===== config.mk =====
export PLATFORM = sky130hd
export DESIGN_NAME = flac_frame_header_probe_unit
export DESIGN_NICKNAME = d
export VERILOG_FILES = /design/src/design/fhp_pkg.sv /design/src/design/fhp_front.sv /design/src/design/fhp_evt_queue.sv /design/src/design/fhp_back.sv /design/src/design/flac_frame_header_probe_unit.sv
export SDC_FILE = /design/constraint.sdc
export NUM_CORES = 1
export LEC_CHECK = 0
export BUFFER_PORTS_ARGS = -buffer_cell sky130_fd_sc_hd__buf_2
export CORE_MARGIN = 2
export CORE_UTILIZATION = 60
export DETAILED_ROUTE_END_ITERATION = 10
export HOLD_SLACK_MARGIN = 0.15
export PLACE_DENSITY = 0.8
export SETUP_SLACK_MARGIN = 0.15
export SLEW_MARGIN = 5
export SYNTH_ARGS = -nofsm -noshare
export SYNTH_HDL_FRONTEND = slang
export SYNTH_SLANG_ARGS = --single-unit

===== constraint.sdc =====
create_clock -name clk -period 20.9 [get_ports clk]
set_input_delay 4.18 -clock clk [delete_from_list [all_inputs] [get_ports clk]]
set_output_delay 4.18 -clock clk [all_outputs]
set_load 0.1 [all_outputs]

===== src/design/fhp_pkg.sv =====
// Shared types and constants of the FLAC frame header probe.
package fhp_pkg;

	localparam int CountBits = 16;
	localparam int CmpBits = (CountBits > 16) ? CountBits : 16;
	localparam int QDepth = 2;
	localparam int QPtrBits = $clog2(QDepth);
	localparam int QCntBits = $clog2(QDepth + 1);

	localparam logic [1:0] ST_FOUND = 2'd0;
	localparam logic [1:0] ST_NO_SYNC = 2'd1;
	localparam logic [1:0] ST_ENDED = 2'd2;

	localparam logic [1:0] CFG_SEARCH_LIMIT = 2'd0;
	localparam logic [1:0] CFG_DEFAULT_RATE = 2'd1;
	localparam logic [1:0] CFG_DEFAULT_BITS = 2'd2;

	localparam logic [15:0] ResetSearchLimit = 16'd4096;
	localparam logic [19:0] FallbackRate = 20'd44100;
	localparam logic [5:0] FallbackBits = 6'd16;
	localparam logic [15:0] ReservedBlock = 16'd4096;

	typedef struct packed {
		logic [7:0] in_byte;
		logic       stream_start;
		logic       stream_end;
	} in_item_t;

	typedef struct packed {
		logic [1:0]  status;
		logic [15:0] sync_offset;
		logic [19:0] sample_rate_hz;
		logic [3:0]  channel_count;
		logic [5:0]  sample_bits;
		logic [15:0] block_samples;
		logic [63:0] streaminfo_word;
	} out_item_t;

	typedef struct packed {
		logic [15:0] search_limit;
		logic [19:0] default_sample_rate;
		logic [5:0]  default_bits;
	} cfg_t;

	typedef struct packed {
		logic [1:0]  status;
		logic [15:0] sync_pos;
		logic [7:0]  hb0;
		logic [7:0]  hb1;
		logic [7:0]  hb2;
		logic [7:0]  hb3;
		logic [15:0] ext;
	} evt_t;

endpackage


===== src/design/fhp_front.sv =====
// Byte parser: sync search, header byte capture and event generation.
module fhp_front (
	input  logic             clk,
	input  logic             arst_n,
	input  logic             accept,
	input  fhp_pkg::in_item_t item,
	input  fhp_pkg::cfg_t    cfg,
	output logic             evt_push,
	output fhp_pkg::evt_t    evt
);
	import fhp_pkg::*;

	typedef enum logic [8:0] {
		PH_SEARCH    = 9'b000000001,
		PH_B2        = 9'b000000010,
		PH_B3        = 9'b000000100,
		PH_UTF8_LEAD = 9'b000001000,
		PH_UTF8_CONT = 9'b000010000,
		PH_BS_HI     = 9'b000100000,
		PH_BS_LO     = 9'b001000000,
		PH_SR_HI     = 9'b010000000,
		PH_SR_LO     = 9'b100000000
	} phase_t;

	function automatic logic [2:0] utf8_extra(input logic [7:0] b);
		logic [2:0] n;
		if (b[7] == 1'b0) n = 3'd0;
		else if (b[7:5] == 3'b110) n = 3'd1;
		else if (b[7:4] == 4'b1110) n = 3'd2;
		else if (b[7:3] == 5'b11110) n = 3'd3;
		else if (b[7:2] == 6'b111110) n = 3'd4;
		else if (b[7:1] == 7'b1111110) n = 3'd5;
		else if (b == 8'hFE) n = 3'd6;
		else n = 3'd0;
		return n;
	endfunction

	phase_t phase_q, phase_n, e_phase;
	logic [CountBits-1:0] cnt_q, cnt_n, e_cnt;
	logic [2:0] left_q, left_n, e_left;
	logic [15:0] ext_q, ext_n, e_ext;
	logic [15:0] sync_q, sync_n, e_sync;
	logic prev_ff_q, prev_ff_n, e_prev_ff;
	logic fin_q, fin_n, e_fin;
	logic [7:0] hb0_q, hb1_q, hb2_q, hb3_q;
	logic [7:0] hb0_n, hb1_n, hb2_n, hb3_n;
	logic [CmpBits-1:0] idx_w;
	logic utf_done, blk_done, done, fail_limit;

	always_comb begin
		e_phase   = item.stream_start ? PH_SEARCH : phase_q;
		e_cnt     = item.stream_start ? '0 : cnt_q;
		e_left    = item.stream_start ? 3'd0 : left_q;
		e_ext     = item.stream_start ? 16'd0 : ext_q;
		e_sync    = item.stream_start ? 16'd0 : sync_q;
		e_prev_ff = item.stream_start ? 1'b0 : prev_ff_q;
		e_fin     = item.stream_start ? 1'b0 : fin_q;

		phase_n = e_phase;
		cnt_n = e_cnt;
		left_n = e_left;
		ext_n = e_ext;
		sync_n = e_sync;
		prev_ff_n = e_prev_ff;
		fin_n = e_fin;
		hb0_n = hb0_q;
		hb1_n = hb1_q;
		hb2_n = hb2_q;
		hb3_n = hb3_q;
		utf_done = 1'b0;
		blk_done = 1'b0;
		done = 1'b0;
		fail_limit = 1'b0;
		idx_w = CmpBits'(e_cnt);

		if (!e_fin) begin
			unique case (e_phase)
				PH_SEARCH: begin
					if (e_cnt != {CountBits{1'b1}}) cnt_n = e_cnt + 1'b1;
					if (e_prev_ff && item.in_byte[7:3] == 5'h1F) begin
						sync_n = idx_w[15:0] - 16'd1;
						phase_n = PH_B2;
					end else begin
						prev_ff_n = (item.in_byte == 8'hFF);
						if (CmpBits'(cnt_n) >= CmpBits'(cfg.search_limit)) fail_limit = 1'b1;
					end
				end
				PH_B2: begin
					hb0_n = item.in_byte;
					phase_n = PH_B3;
				end
				PH_B3: begin
					hb1_n = item.in_byte;
					phase_n = PH_UTF8_LEAD;
				end
				PH_UTF8_LEAD: begin
					left_n = utf8_extra(item.in_byte);
					if (left_n == 3'd0) utf_done = 1'b1;
					else phase_n = PH_UTF8_CONT;
				end
				PH_UTF8_CONT: begin
					if (e_left != 3'd0) left_n = e_left - 3'd1;
					if (left_n == 3'd0) utf_done = 1'b1;
				end
				PH_BS_HI: begin
					hb2_n = item.in_byte;
					phase_n = PH_BS_LO;
				end
				PH_BS_LO: begin
					hb3_n = item.in_byte;
					blk_done = 1'b1;
				end
				PH_SR_HI: begin
					ext_n = {item.in_byte, 8'd0};
					phase_n = PH_SR_LO;
				end
				PH_SR_LO: begin
					ext_n = e_ext | {8'd0, item.in_byte};
					done = 1'b1;
				end
				default: phase_n = PH_SEARCH;
			endcase

			if (utf_done) begin
				hb2_n = 8'd0;
				hb3_n = 8'd0;
				if (hb0_q[7:4] == 4'd6) phase_n = PH_BS_LO;
				else if (hb0_q[7:4] == 4'd7) phase_n = PH_BS_HI;
				else blk_done = 1'b1;
			end
			if (blk_done) begin
				ext_n = 16'd0;
				if (hb0_q[3:0] == 4'd12) phase_n = PH_SR_LO;
				else if (hb0_q[3:0] == 4'd13 || hb0_q[3:0] == 4'd14) phase_n = PH_SR_HI;
				else done = 1'b1;
			end
			if (done) phase_n = PH_SEARCH;
		end

		evt.sync_pos = sync_n;
		evt.hb0 = hb0_n;
		evt.hb1 = hb1_n;
		evt.hb2 = hb2_n;
		evt.hb3 = hb3_n;
		evt.ext = ext_n;
		evt.status = ST_FOUND;
		evt_push = 1'b0;
		if (!e_fin) begin
			if (done) begin
				evt_push = accept;
				fin_n = 1'b1;
			end else if (fail_limit) begin
				evt_push = accept;
				evt.status = ST_NO_SYNC;
				fin_n = 1'b1;
			end else if (item.stream_end) begin
				evt_push = accept;
				evt.status = ST_ENDED;
				fin_n = 1'b1;
			end
		end
	end

	always_ff @(posedge clk or negedge arst_n) begin
		if (!arst_n) begin
			phase_q <= PH_SEARCH;
			cnt_q <= '0;
			left_q <= 3'd0;
			ext_q <= 16'd0;
			sync_q <= 16'd0;
			prev_ff_q <= 1'b0;
			fin_q <= 1'b0;
		end else if (accept) begin
			phase_q <= phase_n;
			cnt_q <= cnt_n;
			left_q <= left_n;
			ext_q <= ext_n;
			sync_q <= sync_n;
			prev_ff_q <= prev_ff_n;
			fin_q <= fin_n;
		end
	end

	always_ff @(posedge clk) begin
		if (accept) begin
			hb0_q <= hb0_n;
			hb1_q <= hb1_n;
			hb2_q <= hb2_n;
			hb3_q <= hb3_n;
		end
	end

endmodule


===== src/design/fhp_evt_queue.sv =====
// Short event queue between the byte parser and the decoder.
module fhp_evt_queue (
	input  logic          clk,
	input  logic          arst_n,
	input  logic          push,
	input  fhp_pkg::evt_t evt_in,
	input  logic          pop,
	output logic          empty,
	output logic          full,
	output fhp_pkg::evt_t evt_out
);
	import fhp_pkg::*;

	evt_t mem_q [QDepth];
	logic [QPtrBits-1:0] wr_q, rd_q;
	logic [QCntBits-1:0] cnt_q;
	logic do_push, do_pop;

	assign empty = (cnt_q == QCntBits'(0));
	assign full = (cnt_q == QCntBits'(QDepth));
	assign do_push = push && !full;
	assign do_pop = pop && !empty;
	assign evt_out = mem_q[rd_q];

	always_ff @(posedge clk) begin
		if (do_push) mem_q[wr_q] <= evt_in;
	end

	always_ff @(posedge clk or negedge arst_n) begin
		if (!arst_n) begin
			wr_q <= '0;
			rd_q <= '0;
			cnt_q <= '0;
		end else begin
			if (do_push) wr_q <= (wr_q == QPtrBits'(QDepth - 1)) ? '0 : wr_q + 1'b1;
			if (do_pop) rd_q <= (rd_q == QPtrBits'(QDepth - 1)) ? '0 : rd_q + 1'b1;
			if (do_push && !do_pop) cnt_q <= cnt_q + 1'b1;
			else if (do_pop && !do_push) cnt_q <= cnt_q - 1'b1;
		end
	end

endmodule


===== src/design/fhp_back.sv =====
// Header decoder and result buffer.
module fhp_back (
	input  logic              clk,
	input  logic              arst_n,
	input  fhp_pkg::cfg_t     cfg,
	input  logic              evt_valid,
	input  fhp_pkg::evt_t     evt,
	output logic              evt_pop,
	input  logic              pop,
	output logic              empty,
	output fhp_pkg::out_item_t result
);
	import fhp_pkg::*;

	function automatic logic [19:0] rate_table(input logic [3:0] code);
		logic [19:0] r;
		unique case (code)
			4'd1: r = 20'd88200;
			4'd2: r = 20'd176400;
			4'd3: r = 20'd192000;
			4'd4: r = 20'd8000;
			4'd5: r = 20'd16000;
			4'd6: r = 20'd22050;
			4'd7: r = 20'd24000;
			4'd8: r = 20'd32000;
			4'd9: r = 20'd44100;
			4'd10: r = 20'd48000;
			4'd11: r = 20'd96000;
			default: r = 20'd0;
		endcase
		return r;
	endfunction

	function automatic logic [15:0] block_table(input logic [2:0] code);
		logic [15:0] b;
		unique case (code)
			3'd0: b = ReservedBlock;
			3'd1: b = 16'd192;
			3'd2: b = 16'd576;
			3'd3: b = 16'd1152;
			3'd4: b = 16'd2304;
			3'd5: b = 16'd4608;
			default: b = 16'd0;
		endcase
		return b;
	endfunction

	function automatic logic [5:0] size_table(input logic [2:0] code);
		logic [5:0] s;
		unique case (code)
			3'd1: s = 6'd8;
			3'd2: s = 6'd12;
			3'd4: s = 6'd16;
			3'd5: s = 6'd20;
			3'd6: s = 6'd24;
			default: s = 6'd0;
		endcase
		return s;
	endfunction

	out_item_t buf_q [QDepth];
	logic [QPtrBits-1:0] wr_q, rd_q;
	logic [QCntBits-1:0] cnt_q;
	logic do_pop, take;
	out_item_t dec;
	logic [3:0] rcode, bcode, ccode;
	logic [2:0] scode;
	logic [19:0] rate_raw, rate;
	logic [3:0] ch, ch_m1;
	logic [5:0] bits, bits_fb, bits_m1;
	logic [16:0] ext_blk;
	logic [15:0] block;

	always_comb begin
		rcode = evt.hb0[3:0];
		bcode = evt.hb0[7:4];
		ccode = evt.hb1[7:4];
		scode = evt.hb1[3:1];

		unique case (rcode)
			4'd12: rate_raw = 20'(evt.ext[7:0]) * 20'd1000;
			4'd13: rate_raw = 20'(evt.ext);
			4'd14: rate_raw = 20'(evt.ext) * 20'd10;
			default: rate_raw = rate_table(rcode);
		endcase
		if (rate_raw != 20'd0) rate = rate_raw;
		else if (cfg.default_sample_rate != 20'd0) rate = cfg.default_sample_rate;
		else rate = FallbackRate;

		ch = (ccode <= 4'd7) ? ccode + 4'd1 : 4'd2;
		ch_m1 = ch - 4'd1;

		bits_fb = (cfg.default_bits != 6'd0) ? cfg.default_bits : FallbackBits;
		if (bits_fb < 6'd4) bits_fb = 6'd4;
		if (bits_fb > 6'd32) bits_fb = 6'd32;
		bits = size_table(scode);
		if (bits == 6'd0) bits = bits_fb;
		bits_m1 = bits - 6'd1;

		ext_blk = {1'b0, evt.hb2, evt.hb3} + 17'd1;
		if (bcode[3]) block = 16'd256 << bcode[2:0];
		else if (bcode == 4'd6 || bcode == 4'd7) block = ext_blk[16] ? 16'hFFFF : ext_blk[15:0];
		else block = block_table(bcode[2:0]);

		dec = '0;
		dec.status = evt.status;
		if (evt.status == ST_FOUND) begin
			dec.sync_offset = evt.sync_pos;
			dec.sample_rate_hz = rate;
			dec.channel_count = ch;
			dec.sample_bits = bits;
			dec.block_samples = block;
			dec.streaminfo_word = {rate, ch_m1[2:0], bits_m1[4:0], 36'd0};
		end
	end

	assign empty = (cnt_q == QCntBits'(0));
	assign do_pop = pop && !empty;
	assign take = evt_valid && ((cnt_q != QCntBits'(QDepth)) || do_pop);
	assign evt_pop = take;
	assign result = buf_q[rd_q];

	always_ff @(posedge clk) begin
		if (take) buf_q[wr_q] <= dec;
	end

	always_ff @(posedge clk or negedge arst_n) begin
		if (!arst_n) begin
			wr_q <= '0;
			rd_q <= '0;
			cnt_q <= '0;
		end else begin
			if (take) wr_q <= (wr_q == QPtrBits'(QDepth - 1)) ? '0 : wr_q + 1'b1;
			if (do_pop) rd_q <= (rd_q == QPtrBits'(QDepth - 1)) ? '0 : rd_q + 1'b1;
			if (take && !do_pop) cnt_q <= cnt_q + 1'b1;
			else if (do_pop && !take) cnt_q <= cnt_q - 1'b1;
		end
	end

endmodule


===== src/design/flac_frame_header_probe_unit.sv =====
// Top level of the FLAC frame header probe.
// Feed stream bytes through push/full; one byte is taken per clock while full is low. The
// parser scans for a frame sync, captures the code and extension bytes, skips the UTF-8
// frame number, then posts one result per stream (header found, no sync within search_limit
// bytes, or stream ended) until the next byte marked stream_start. A result is written into
// the parser-to-decoder event queue when the byte that completes it is taken; the decoder
// decodes it and writes it into the two-entry result queue once that queue has room.
// The sustained rate is one byte per cycle, limited by the single-byte parser state machine;
// input stalls only when both queues back up behind an unread result.
module flac_frame_header_probe_unit (
	input  logic               clk,
	input  logic               arst_n,
	input  logic               push,
	output logic               full,
	input  fhp_pkg::in_item_t  item,
	output logic               empty,
	input  logic               pop,
	output fhp_pkg::out_item_t result,
	input  logic               wr_en,
	input  logic [1:0]         wr_index,
	input  logic [19:0]        wr_data
);
	import fhp_pkg::*;

	cfg_t cfg_q;
	logic accept, evt_push, q_empty, q_full, q_pop;
	evt_t evt_in, evt_out;

	always_ff @(posedge clk or negedge arst_n) begin
		if (!arst_n) begin
			cfg_q.search_limit <= ResetSearchLimit;
			cfg_q.default_sample_rate <= FallbackRate;
			cfg_q.default_bits <= FallbackBits;
		end else if (wr_en) begin
			unique case (wr_index)
				CFG_SEARCH_LIMIT: cfg_q.search_limit <= wr_data[15:0];
				CFG_DEFAULT_RATE: cfg_q.default_sample_rate <= wr_data;
				CFG_DEFAULT_BITS: cfg_q.default_bits <= wr_data[5:0];
				default: ;
			endcase
		end
	end

	assign full = q_full;
	assign accept = push && !q_full;

	fhp_front u_front (
		.clk(clk),
		.arst_n(arst_n),
		.accept(accept),
		.item(item),
		.cfg(cfg_q),
		.evt_push(evt_push),
		.evt(evt_in)
	);

	fhp_evt_queue u_queue (
		.clk(clk),
		.arst_n(arst_n),
		.push(evt_push),
		.evt_in(evt_in),
		.pop(q_pop),
		.empty(q_empty),
		.full(q_full),
		.evt_out(evt_out)
	);

	fhp_back u_back (
		.clk(clk),
		.arst_n(arst_n),
		.cfg(cfg_q),
		.evt_valid(!q_empty),
		.evt(evt_out),
		.evt_pop(q_pop),
		.pop(pop),
		.empty(empty),
		.result(result)
	);

endmodule


==> run_results.csv <==
group,metric,value,unit
route,wl,52.9,mm
setup_path,critPathSlowestCell,"nor2_4",
setup_path,cp_top_family,"simple AND/OR/NAND/NOR gates",
logic_synthesis,synth.most_common_cell,"edfxtp_1",
route,drc,0,
logic_synthesis,syn_area,0.0225,mm²
route,vias,15400,
setup_path,crit_path_start,"item[1]",
place,dp_hpwl,37.1,mm
sta,tns,0,ns
global_routing,grt_overflow,0,
outcome,status,"completed",
logic_synthesis,synth_seq_cells,417,
floorplan,coreArea,0.0368,mm²
sta,finalMaxSlewViolations,0,
floorplan,io_pins,167,
clock_tree,clock-root-buffer,"clkbuf_16",
setup_path,crit_fanout,51,
sta,fin_crit_sh,49.7,%
cells_and_area,finalNonFillerCells,2497,
cells_and_area,nNetsFinal,2149,
setup_path,rrSetupSlack,13.30,ns
clock_tree,cts_tree,"built",
cells_and_area,areaGrowthSynthToFinish,9.21,%
sta,rsz0062_at_grt,"no",
logic_synthesis,synth-seq-area-share,53.1,%
setup_path,crit_path_end_kind,"register",
floorplan,num_rows,70,
logic_synthesis,synth.area.top_cells,"edfxtp_1 (41%), dfrtp_1 (11%), mux2_2 (7.2%), ha_1 (5.3%), nand2_1 (2.8%)",
sta,slew_headroom,24.0,%
cells_and_area,n_fill_cell,2641,
run,drv_cap,0,
logic_synthesis,yosys_warnings,0,
setup_path,cp.depth,23,
place,place_area,0.0233,mm²
clock_tree,clock_path_buffers,3,
global_routing,antenna_found_initial,0,
clock_tree,cts_sinks,417,
setup_path,critPathKind,"input pin to register",
logic_synthesis,yosysTopAreaCell,"edfxtp_1",
clock_tree,clock_latency,0.58,ns
clock_tree,cts_resized,0,
logic_synthesis,synth_commonest_cells,"edfxtp_1 (305), nand2_1 (167), mux2_2 (144)",
floorplan,die-width,198,µm
place,dp_slack,10.11,ns
setup_path,r2r_cells,18,
setup_path,cp_cell_sequence,"buf_2, buf_4, inv_1, nand2_1, inv_1, ha_1, nand4_1, nor4_1, and3_1, nor4_2, nand3b_1, nor2_1, and3_1, xnor2_1, nor2_1, ha_1, nand4_1, a2111oi_0, nand2_1, a21oi_1, o21ai_0, nor2_4, buf_4",
logic_synthesis,synthFlopType,"edfxtp_1",
cells_and_area,post-route-cell-area,0.0246,mm²
sta,min_period,10.38,ns
place,io_buffer_count,130,
sta,clock-skew-final,0.0431,ns
global_routing,grt_pass1_vias,15100,
place,numPlacedInstances,2418,
place,gp_congestion,0.950,
setup_path,critical-path-max-stage-delay,0.82,ns
setup_path,critPathBufInv,5,
sta,clock.fmax,96.3,MHz
setup_path,crit_path_end,"u_queue.mem_q[1][41]",
logic_synthesis,synth_top_area_share,40.6,%
sta,hold_viol_final,0,
route,drtPass1Iterations,5,
route,postRouteAntennaNets,0,
clock_tree,path_clk_slew,0.06,ns
setup_path,reg2reg_from,"u_queue.rd_q",
clock_tree,htree_levels,2,
sta,worst_slew_pin_slew,1.14,ns
global_routing,grt_max_degree,64,
route,avgViaCountPerCell,6.16,
floorplan,initial_core_util,61.3,%
hold_path,hold_class,"register to register",
setup_path,worst_ep_arrival_time,10.56,ns
clock_tree,cts_hold_buffers,0,
floorplan,die-area,0.0391,mm²
logic_synthesis,syn_inst,1910,
cells_and_area,multi_input_area,0.00957,mm²
sta,finalWorstSetupSlack,10.52,ns
global_routing,grtUsageTotal,27.4,%
cells_and_area,seqCellArea,0.0120,mm²
sta,finalSetupViolCount,0,
setup_path,r2r_end,"u_back.buf_q[0][101]",
floorplan,die_h,198,µm
cells_and_area,drive_gt1_share,19.9,%
logic_synthesis,ys_types,87,
setup_path,crit_required,21.08,ns
logic_synthesis,postSynth.asyncResetShare,26.9,%
setup_path,critPathLaunchType,"input pin",
global_routing,grt_pass1_wl,83.2,mm
clock_tree,numCtsBuffers,42,
logic_synthesis,syn_avg_cell_area,11.8,µm²
route,drt_iter0_drc,1403,
clock_tree,postCtsSetupRepairBufs,0,
logic_synthesis,synth-edff-count,305,
route,wire_per_inst,21.2,µm
[cells by family (layout without fill, tap and decap cells)]
| group | after synthesis | count (layout) | synth area share, % |
|---|---|---|---|
| buffers and inverters | 238 | 321 | 5.20 |
| AND/OR/NAND/NOR | 486 | 486 | 10.3 |
| adder cells (fa/ha/maj) | 118 | 118 | 7.32 |
| AO/OA/AOI/OAI | 396 | 396 | 12.2 |
| other | 1 | 37 | 0.0166 |
| flip-flops | 417 | 417 | 53.1 |
| XOR/XNOR | 62 | 62 | 2.41 |
| multiplexers | 192 | 192 | 9.50 |
[registers in the layout, summed over array words and instances, names as in the netlist, 8 cells and up]
signal and cells:
u_back.buf_q 144, u_queue.mem_q 130, cfg_q 42, u_front.cnt_q 16, u_front.ext_q 16, u_front.sync_q 16
u_front.phase_q 9, u_front.hb0_q 8, u_front.hb2_q 8, u_front.hb3_q 8
[how the worst min path moves through the flow]
stage,startpoint,endpoint,depth (start not counted)
finish,u_front.sync_q[12],u_front.sync_q[12],2
global route,u_front.sync_q[14],u_front.sync_q[14],2
floorplan,u_front.sync_q[12],u_front.sync_q[12],2
CTS,u_front.sync_q[12],u_front.sync_q[12],2
detailed placement,u_front.sync_q[11],u_front.sync_q[11],2
global placement,u_front.sync_q[11],u_front.sync_q[11],2
[cell type report]
| type | count | share of cell area (%) |
|---|---|---|
| Inverter | 97 | 1.48 |
| Multi-Input combinational cell | 1290 | 38.9 |
| Sequential cell | 417 | 48.7 |
| Clock inverter | 21 | 0.849 |
| Tap cell | 468 | 2.38 |
| Clock buffer | 57 | 4.62 |
| Antenna cell | 1 | 0.0102 |
| Timing Repair Buffer | 146 | 3.14 |
[tightest hold or removal path, stage by stage, from the launching register on]
cell and delay, ns:
dfrtp_1 0.35, nand2_1 0.05, nand2_1 0.06
[cells in the final DEF (no fill, tap or decap), types with 43 or more instances in the layout]
master	netlist	final
edfxtp_1	305	305
nand2_1	167	167
mux2_2	144	144
buf_2	11	129
nor2_1	120	116
dfrtp_1	103	101
inv_1	96	95
ha_1	95	95
o21ai_0	92	92
a21oi_1	86	86
a22o_1	57	57
mux2i_1	43	43
[per-layer routing]
layer / up-vias / track usage [%] / part of all wire, %
met5: - / 0 / 0
met4: 0 / 8.47 / 2.5
met3: 83 / 4.91 / 6.5
met2: 582 / 44.7 / 48
met1: 7565 / 37.6 / 43
li1: 7141 / - / -
[through the flow]
| step | hold WS, ns | utilization [%] |
|---|---|---|
| finish | 0.487 | 66.9 |
| global route | 0.506 | 66.9 |
| CTS | 0.490 | 66.9 |
| detailed placement | 0.472 | 63.3 |
| global placement | 0.458 | 63.3 |
| floorplan | 0.446 | - |
Power is left out: the tool's default activity adds up to more than one toggle a clock period on the data nets, which glitch-free logic cannot reach.
